[config.mk]
export PLATFORM = sky130hd
export DESIGN_NAME = buddy_block_allocator
export DESIGN_NICKNAME = d
export VERILOG_FILES = /design/src/bba_pkg.sv /design/src/bba_ram.sv /design/src/buddy_block_allocator.sv
export SDC_FILE = /design/constraint.sdc
export NUM_CORES = 2
export LEC_CHECK = 0
export CAP_MARGIN = 20
export CORE_ASPECT_RATIO = 1.25
export CORE_MARGIN = 8
export CORE_UTILIZATION = 40
export DETAILED_ROUTE_END_ITERATION = 8
export DONT_BUFFER_PORTS = 1
export PLACE_DENSITY_LB_ADDON = 0.05
export SLEW_MARGIN = 20
export SYNTH_ARGS = -nofsm -noshare
export SYNTH_HDL_FRONTEND = slang
export SYNTH_SLANG_ARGS = --single-unit
[constraint.sdc]
create_clock -name clk -period 12.2 [get_ports clk]
set_input_delay 0.61 -clock clk [delete_from_list [all_inputs] [get_ports clk]]
set_output_delay 0.61 -clock clk [all_outputs]
set_load 0.03 [all_outputs]
[src/bba_pkg.sv]
`timescale 1ns / 1ps
// ----------------------------------------------------------------------------
// bba_pkg
// Shared types and constants of the buddy block allocator.
// ----------------------------------------------------------------------------
package bba_pkg;

	localparam int MAX_SIZE_LOG2 = 6;
	localparam int OWNER_BITS    = 8;
	localparam int NODE_COUNT    = (2 << MAX_SIZE_LOG2) - 1;
	localparam int IDX_W         = MAX_SIZE_LOG2 + 1;
	localparam int LVL_W         = $clog2(MAX_SIZE_LOG2 + 1);
	localparam int SZ_W          = MAX_SIZE_LOG2 + 2;

	localparam logic [1:0] KIND_ABSENT = 2'd0;
	localparam logic [1:0] KIND_FREE   = 2'd1;
	localparam logic [1:0] KIND_ALLOC  = 2'd2;
	localparam logic [1:0] KIND_SPLIT  = 2'd3;

	localparam logic [1:0] ST_OK       = 2'd0;
	localparam logic [1:0] ST_NO_FIT   = 2'd1;
	localparam logic [1:0] ST_NO_OWNER = 2'd2;

	localparam logic OP_ALLOC = 1'b0;
	localparam logic OP_FREE  = 1'b1;

	typedef struct packed {
		logic       op;
		logic [7:0] owner_id;
		logic [6:0] request_size;
	} bba_req_t;

	typedef struct packed {
		logic [1:0] status;
		logic [5:0] block_offset;
		logic [2:0] block_size_log2;
	} bba_rsp_t;

endpackage

[src/bba_ram.sv]
`timescale 1ns / 1ps
// ----------------------------------------------------------------------------
// bba_ram
// Generic single-write, single-read RAM with registered read data.
// ----------------------------------------------------------------------------
module bba_ram #(
	parameter int WIDTH = 8,
	parameter int DEPTH = 128
) (
	input  logic                     clk,
	input  logic                     we,
	input  logic [$clog2(DEPTH)-1:0] waddr,
	input  logic [WIDTH-1:0]         wdata,
	input  logic [$clog2(DEPTH)-1:0] raddr,
	output logic [WIDTH-1:0]         rdata
);

	logic [WIDTH-1:0] mem_q [DEPTH];
	logic [WIDTH-1:0] rdata_q;

	always_ff @(posedge clk) begin
		if (we) begin
			mem_q[waddr] <= wdata;
		end
		rdata_q <= mem_q[raddr];
	end

	assign rdata = rdata_q;

endmodule

[src/buddy_block_allocator.sv]
`timescale 1ns / 1ps
// ----------------------------------------------------------------------------
// buddy_block_allocator
// Buddy allocator over a block tree in RAM, walked by a small sequencer.
// ----------------------------------------------------------------------------
//  channel | signals                          | direction
//  req     | req_valid, req_ready, req        | in
//  rsp     | rsp_valid, rsp_ready, rsp        | out
//  cfg     | cfg_we, cfg_wdata                | in
//
// Each tree node visited costs a RAM read and a decide step, plus a state per climb
// step or extra tree write; a zero-size allocate is answered from idle, a grant at
// the root after one read and decide, and a free over a fully split tree walks the
// tree twice, once to find the block and once from the root to merge.
// Reset and a cfg write clear the per-node valid bits at once: one free root.
// The result waits in an output register; a new request is taken once it leaves.
module buddy_block_allocator
	import bba_pkg::*;
(
	input  logic             clk,
	input  logic             arst_n,
	input  logic             req_valid,
	output logic             req_ready,
	input  bba_req_t         req,
	output logic             rsp_valid,
	input  logic             rsp_ready,
	output bba_rsp_t         rsp,
	input  logic             cfg_we,
	input  logic [2:0]       cfg_wdata
);

	localparam logic [2:0] S_IDLE = 3'd0;
	localparam logic [2:0] S_RD   = 3'd1;
	localparam logic [2:0] S_DEC  = 3'd2;
	localparam logic [2:0] S_SPL  = 3'd3;
	localparam logic [2:0] S_BK   = 3'd4;
	localparam logic [2:0] S_MD   = 3'd5;

	localparam logic [1:0] M_ALLOC = 2'd0;
	localparam logic [1:0] M_FIND  = 2'd1;
	localparam logic [1:0] M_MERGE = 2'd2;

	logic [2:0]            state_q;
	logic [1:0]            mode_q;
	logic [LVL_W-1:0]      msl_q;
	logic [IDX_W-1:0]      idx_q;
	logic [LVL_W-1:0]      lvl_q;
	logic [1:0]            kind_q;
	logic                  kv_q;
	logic [NODE_COUNT-1:0] valid_q;
	logic [(1<<LVL_W)-1:0] flag_q;
	logic [OWNER_BITS-1:0] id_q;
	logic [6:0]            size_q;
	bba_rsp_t              res_q;
	bba_rsp_t              rsp_q;
	logic                  rsp_valid_q;

	logic                  kwe;
	logic [IDX_W-1:0]      kwaddr;
	logic [1:0]            kwdata;
	logic                  owe;
	logic [1:0]            krd;
	logic [OWNER_BITS-1:0] ord;
	logic [1:0]            kread;
	logic [LVL_W-1:0]      sl;
	logic [SZ_W-1:0]       pow;
	logic                  fit_full;
	logic                  fit_half;
	logic [IDX_W-1:0]      pos;
	logic [IDX_W-1:0]      off;
	logic [IDX_W-1:0]      child;
	logic [IDX_W-1:0]      parent;
	logic                  absent;
	logic                  accept;
	logic [LVL_W-1:0]      cfg_sat;
	bba_rsp_t              hit;

	assign accept    = req_valid && req_ready;
	assign req_ready = (state_q == S_IDLE) && !rsp_valid_q;
	assign rsp_valid = rsp_valid_q;
	assign rsp       = rsp_q;

	// an unwritten root reads as one free block
	assign kread    = kv_q ? krd : ((idx_q == '0) ? KIND_FREE : KIND_ABSENT);
	assign sl       = msl_q - lvl_q;
	assign pow      = SZ_W'(1) << sl;
	assign fit_full = pow >= SZ_W'(size_q);
	assign fit_half = (sl != '0) && ((pow >> 1) >= SZ_W'(size_q));
	assign pos      = idx_q - ((IDX_W'(1) << lvl_q) - IDX_W'(1));
	assign off      = pos << sl;
	assign child    = {idx_q[IDX_W-2:0], 1'b1};
	assign parent   = (idx_q - IDX_W'(1)) >> 1;
	assign absent   = (kind_q == KIND_FREE) || (kind_q == KIND_ABSENT);

	always_comb begin
		hit.status          = ST_OK;
		hit.block_offset    = off[5:0];
		hit.block_size_log2 = 3'(sl);
	end

	always_comb begin
		cfg_sat = LVL_W'(cfg_wdata);
		if (cfg_wdata == 3'd0) begin
			cfg_sat = LVL_W'(1);
		end else if (32'(cfg_wdata) > MAX_SIZE_LOG2) begin
			cfg_sat = LVL_W'(MAX_SIZE_LOG2);
		end
	end

	// tree writes: at most one kind write per cycle
	always_comb begin
		kwe    = 1'b0;
		kwaddr = idx_q;
		kwdata = KIND_FREE;
		owe    = 1'b0;
		case (state_q)
			S_DEC: begin
				case (mode_q)
					M_ALLOC: begin
						if (kread == KIND_ABSENT) begin
							kwe = 1'b1;
						end else if (kread != KIND_ALLOC && !fit_half
								&& kread == KIND_FREE && fit_full) begin
							kwe    = 1'b1;
							kwdata = KIND_ALLOC;
							owe    = 1'b1;
						end
					end
					M_FIND: begin
						if (kread == KIND_ALLOC && id_q == ord) begin
							kwe = 1'b1;
						end
					end
					default: ;
				endcase
			end
			S_SPL: begin
				kwe    = 1'b1;
				kwaddr = parent;
				kwdata = KIND_SPLIT;
			end
			S_MD: begin
				if (idx_q != '0 && kind_q == KIND_FREE) begin
					kwe    = 1'b1;
					kwdata = KIND_ABSENT;
				end else if (idx_q != '0 && !idx_q[0] && flag_q[lvl_q] && absent) begin
					kwe    = 1'b1;
					kwaddr = parent;
				end
			end
			default: ;
		endcase
	end

	bba_ram #(.WIDTH(2), .DEPTH(1 << IDX_W)) u_kind_ram (
		.clk   (clk),
		.we    (kwe),
		.waddr (kwaddr),
		.wdata (kwdata),
		.raddr (idx_q),
		.rdata (krd)
	);

	bba_ram #(.WIDTH(OWNER_BITS), .DEPTH(1 << IDX_W)) u_owner_ram (
		.clk   (clk),
		.we    (owe),
		.waddr (idx_q),
		.wdata (id_q),
		.raddr (idx_q),
		.rdata (ord)
	);

	always_ff @(posedge clk or negedge arst_n) begin
		if (!arst_n) begin
			state_q     <= S_IDLE;
			mode_q      <= M_ALLOC;
			msl_q       <= LVL_W'(MAX_SIZE_LOG2);
			valid_q     <= '0;
			rsp_valid_q <= 1'b0;
			idx_q       <= '0;
			lvl_q       <= '0;
			kv_q        <= 1'b0;
			flag_q      <= '0;
		end else begin
			if (rsp_valid_q && rsp_ready) begin
				rsp_valid_q <= 1'b0;
			end
			if (kwe) begin
				valid_q[kwaddr[IDX_W-1:0]] <= 1'b1;
			end
			if (cfg_we) begin
				msl_q   <= cfg_sat;
				valid_q <= '0;
			end
			case (state_q)
				S_IDLE: begin
					if (accept) begin
						idx_q  <= '0;
						lvl_q  <= '0;
						mode_q <= (req.op == OP_FREE) ? M_FIND : M_ALLOC;
						if (req.op == OP_ALLOC && req.request_size == 7'd0) begin
							rsp_q       <= '{ST_NO_FIT, 6'd0, 3'd0};
							rsp_valid_q <= 1'b1;
						end else begin
							state_q <= S_RD;
						end
					end
				end
				S_RD: begin
					kv_q    <= valid_q[idx_q];
					state_q <= S_DEC;
				end
				S_DEC: begin
					kind_q <= kread;
					case (mode_q)
						M_ALLOC: begin
							if (kread == KIND_ABSENT) begin
								// create the child, then mark its parent split
								kind_q  <= KIND_FREE;
								state_q <= S_SPL;
							end else if (kread == KIND_ALLOC) begin
								state_q <= S_BK;
							end else if (fit_half) begin
								idx_q   <= child;
								lvl_q   <= lvl_q + LVL_W'(1);
								state_q <= S_RD;
							end else if (kread == KIND_FREE && fit_full) begin
								rsp_q       <= hit;
								rsp_valid_q <= 1'b1;
								state_q     <= S_IDLE;
							end else begin
								state_q <= S_BK;
							end
						end
						M_FIND: begin
							if (kread == KIND_ALLOC && id_q == ord) begin
								res_q   <= hit;
								idx_q   <= '0;
								lvl_q   <= '0;
								mode_q  <= M_MERGE;
								state_q <= S_RD;
							end else if (kread != KIND_SPLIT || lvl_q >= msl_q) begin
								state_q <= S_BK;
							end else begin
								idx_q   <= child;
								lvl_q   <= lvl_q + LVL_W'(1);
								state_q <= S_RD;
							end
						end
						default: begin
							if (kread == KIND_SPLIT && lvl_q < msl_q) begin
								idx_q   <= child;
								lvl_q   <= lvl_q + LVL_W'(1);
								state_q <= S_RD;
							end else begin
								state_q <= S_MD;
							end
						end
					endcase
				end
				S_SPL: begin
					// the new child now reads back as written
					kind_q  <= KIND_FREE;
					kv_q    <= 1'b1;
					state_q <= S_DEC;
				end
				S_BK: begin
					if (idx_q == '0) begin
						rsp_q.status          <= (mode_q == M_FIND) ? ST_NO_OWNER : ST_NO_FIT;
						rsp_q.block_offset    <= 6'd0;
						rsp_q.block_size_log2 <= 3'd0;
						rsp_valid_q           <= 1'b1;
						state_q               <= S_IDLE;
					end else if (idx_q[0]) begin
						idx_q   <= idx_q + IDX_W'(1);
						state_q <= S_RD;
					end else begin
						idx_q <= parent;
						lvl_q <= lvl_q - LVL_W'(1);
					end
				end
				S_MD: begin
					if (idx_q == '0) begin
						rsp_q       <= res_q;
						rsp_valid_q <= 1'b1;
						state_q     <= S_IDLE;
					end else if (kind_q == KIND_FREE) begin
						kind_q <= KIND_ABSENT;
					end else if (idx_q[0]) begin
						flag_q[lvl_q] <= absent;
						idx_q         <= idx_q + IDX_W'(1);
						state_q       <= S_RD;
					end else begin
						// right buddy done: climb to parent, merging into it if both buddies are empty
						kind_q <= (flag_q[lvl_q] && absent) ? KIND_FREE : KIND_SPLIT;
						idx_q  <= parent;
						lvl_q  <= lvl_q - LVL_W'(1);
					end
				end
				default: state_q <= S_IDLE;
			endcase
		end
	end

	// hold request fields for the walk
	always_ff @(posedge clk) begin
		if (accept) begin
			id_q   <= req.owner_id[OWNER_BITS-1:0];
			size_q <= req.request_size;
		end
	end

	assert property (@(posedge clk) disable iff (!arst_n)
		state_q != S_IDLE |-> lvl_q <= msl_q)
		else $error("walk level beyond tree depth");

	assert property (@(posedge clk) disable iff (!arst_n)
		rsp_valid_q |-> !req_ready)
		else $error("request taken while result pending");

	assert property (@(posedge clk) disable iff (!arst_n)
		accept |=> state_q != S_IDLE || rsp_valid_q)
		else $error("request dropped without walk or result");

	assert property (@(posedge clk) disable iff (!arst_n)
		state_q == S_RD |-> !kwe)
		else $error("tree write during read cycle");

endmodule

==> results.sh <==
export IMPL_clock_sinks=1482
export IMPL_wirelength_mm=210
export IMPL_dieArea_mm2=0.161
export IMPL_area_delta_synth_final_pct=12.5
export IMPL_leakagePower_nw=21.1
export IMPL_cts_buffers=151
export IMPL_rsz0062_at_grt="false"
export IMPL_finalSetupTns_ns=0
export IMPL_io_buffers=0
export IMPL_clockBufferDepth=3
export IMPL_hpwl_mm=127
export IMPL_io_pin_count=37
export IMPL_cts_tree="built"
export IMPL_fillers=12947
export IMPL_h_tree_depth=4
export IMPL_antenna_found_initial=12
export IMPL_status="finished clean"
export IMPL_fmax_ghz=0.161
export IMPL_synth_top_area_cell="edfxtp_1"
export IMPL_track_usage_pct=25.4
export IMPL_hold_viol=0
export IMPL_coreArea_mm2=0.148
export IMPL_finalSetupViolations=0
export IMPL_hold_path_class="in -> reg"
export IMPL_cp_top_family="simple AND/OR/NAND/NOR gates"
export IMPL_initial_core_util_pct=40.1
export IMPL_regToRegStartpoint="lvl_q[0]"
export IMPL_syn_cell_area_mm2=0.0593
export IMPL_rrSetupSlack_ns=6.00
export IMPL_timing_final_crit_share_pct=50.8
export IMPL_crit_buf_inv=2
export IMPL_rr_endpoint="u_kind_ram.mem_q[57][1]"
export IMPL_synth_seq_area_share_pct=73.6
export IMPL_critPathRequiredTime_ns=12.66
export IMPL_worstSetupEndpointType="flop"
export IMPL_grt_pass1_wl_mm=294
export IMPL_cts_root_buf="clkbuf_16"
export IMPL_clkSlewWorstSetupHoldPaths_ns=0.06
export IMPL_vias_per_cell=6.26
export IMPL_clkLatencyLatePin_ns=0.80
export IMPL_cellPowerDensity_mw_per_mm2=230
export IMPL_drt_pass1_iter_count=8
export IMPL_syn_num_nets=3912
export IMPL_ys_top_cells_by_area="edfxtp_1, dfrtp_1, a22oi_1, nor2_1, a221oi_1"
export IMPL_drtIter0Drc=4459
export IMPL_endpoint="u_kind_ram.mem_q[57][1]"
export IMPL_start_kind="flop"
export IMPL_area_sequential_mm2=0.0436
export IMPL_cp_num_cells=14
export IMPL_arrival_ns=6.66
export IMPL_antenna_left=0
export IMPL_slowest_stage="fa_1"
export IMPL_cp_startpoint="lvl_q[0]"
export IMPL_yosysUniqueCellTypes=99
export IMPL_relSlewSlack_pct=20.9
export IMPL_gr_total_overflow=0
export IMPL_fp_dieH_um=447
export IMPL_drc_errors=0
export IMPL_worstMarginPinSlew_ns=1.18
export IMPL_std_cell_rows=158
export IMPL_placed_area_mm2=0.0615
export IMPL_route_vias_total=36862
export IMPL_ys_seq_elements=1482
export IMPL_peakVddDrop_uv=176
export IMPL_fin_skew_ns=0.0225
export IMPL_whs_path_depth=2
export IMPL_grt_pass1_vias=37463
export IMPL_synth_flop_cell="edfxtp_1"
export IMPL_drv_cap=0
export IMPL_synth_edf_count=1317
export IMPL_postSynth_asyncResetShare_pct=10.5
export IMPL_wl_per_cell_um=35.6
export IMPL_drive_gt1_share_pct=13.6
export IMPL_slowest_delay_ns=0.93
export IMPL_cp_cell_sequence="ha_1 > fa_1 > inv_1 > nor2_1 > nand2_1 > ha_1 > nand2b_1 > a2111o_1 > a31oi_1 > o2111ai_2 > o211a_4 > buf_4 > or3_1 > nor2_1"
export IMPL_finalWeightedCongestion=0.853
export IMPL_maxSlewViolCount=0
export IMPL_ys_warn_count=0
export IMPL_synthCells=3853
export IMPL_synth_avg_cell_area_um2=15.4
export IMPL_grt_max_degree=156
export IMPL_multi_input_area_mm2=0.0142
export IMPL_synth_top_area_share_pct=66.7
export IMPL_r2r_cells=14
export IMPL_cp_max_fo=41
export IMPL_final_area_mm2=0.0667
export IMPL_min_period_ns=6.20
export IMPL_crit_type="reg -> reg"
export IMPL_die_w_um=360
export IMPL_nNetsFinal=3896
==> layout make-up <==
class / instances / area share, %
tap: 1920 / 3.60
clock buffer: 182 / 6.04
sequential: 1482 / 65.4
clock inverter: 96 / 1.38
multi-input combinational: 1970 / 21.2
timing repair buffer: 125 / 1.70
inverter: 107 / 0.602
antenna: 4 / 0.0150
==> worst min-delay path by stage <==
stage / start / to
after floorplan: arst_n / flag_q[0]
after global placement: arst_n / msl_q[0]
after detailed placement: arst_n / rsp_valid
after CTS: cfg_we / valid_q[124]
after global routing: cfg_we / valid_q[124]
final: cfg_we / valid_q[124]
==> synth_stat cells, drive strengths merged, types with 23 or more instances <==
cell and n:
a41oi 43, nor2 283, a22o 71, nand4 31
ha 33, a31oi 74, nand2b 23, buf 96
dfrtp 153, inv 105, nand3 32, a221oi 120
mux2i 51, nor4 46, o21ba 45, edfxtp 1317
mux2 63, nand2 122, or3 36, a22oi 382
o21ai 69, nor3 57, o22ai 83, a21oi 69
clkbuf 198
==> per-stage QoR <==
step / power (mW) / cells / utilization [%] / setup WS [ns] / hold slack (ns)
after floorplan: 8.55 / 3853 / - / 2.80 / 0.314
after global placement: 10.7 / 5579 / 41.6 / 6.21 / 0.328
after detailed placement: 10.7 / 5579 / 41.6 / 6.06 / 0.323
after CTS: 15.4 / 5882 / 45.1 / 6.02 / 0.0218
after global routing: 15.7 / 5883 / 45.1 / 5.76 / 0.0472
final: 15.3 / 5886 / 45.1 / 6.00 / 0.0985
==> cells by family after synthesis <==
logic type      count (synthesis)  share of synthesized area (%)
compound gates               1080                           14.0
fa+ha+maj                      36                          0.780
xor+xnor                       23                          0.340
simple gates                  696                           5.71
mux                           135                           2.86
flops                        1482                           73.6
buf+inv                       401                           2.76
==> where the power goes <==
group	switching (mW)	internal [mW]	leakage, nW
Clock	2.00	2.68	2.40
Combinational	3.43	1.20	4.46
Sequential	0.154	5.84	14.2
==> flip-flops by register name (all words and copies together) (netlist names) <==
signal and cells:
lvl_q 3, u_kind_ram.rdata 2, size_q 7, msl_q 3
u_kind_ram.mem_q 256, u_owner_ram.rdata 8, state_q 3, mode_q 2
idx_q 7, id_q 8, kv_q 1, kind_q 2
rsp 11, rsp_valid 1, res_q 9, flag_q 8
valid_q 127, u_owner_ram.mem_q 1024
==> layer usage <==
metal	vias to the layer above	track usage (%)	wire length (um)
li1	15461	-	-
met1	19321	31.8	82600
met2	1675	43.5	104000
met3	405	3.83	12300
met4	0	11.8	10600
met5	-	0	0
==> repair_timing <==
| item | CTS | global route |
|---|---|---|
| endpoints found under the setup margin | 0 | 0 |
| hold buffers | 25 | 0 |
| gates resized for setup | 0 | 0 |
| buffers inserted | 0 | 0 |
| endpoints found under the hold margin | 269 | 0 |
==> cell usage in the layout (no fill, tap or decap), drive strengths merged, types with 46 or more instances in the layout <==
cell type / instances
edfxtp: 1317
a22oi: 382
nor2: 283
clkbuf: 182
dfrtp: 153
nand2: 122
a221oi: 120
inv: 112
buf: 103
o22ai: 83
a31oi: 74
a22o: 71
a21oi: 69
o21ai: 69
clkinv: 66
mux2: 63
nor3: 57
mux2i: 51
nor4: 46
(Power assumes the default switching activity.)
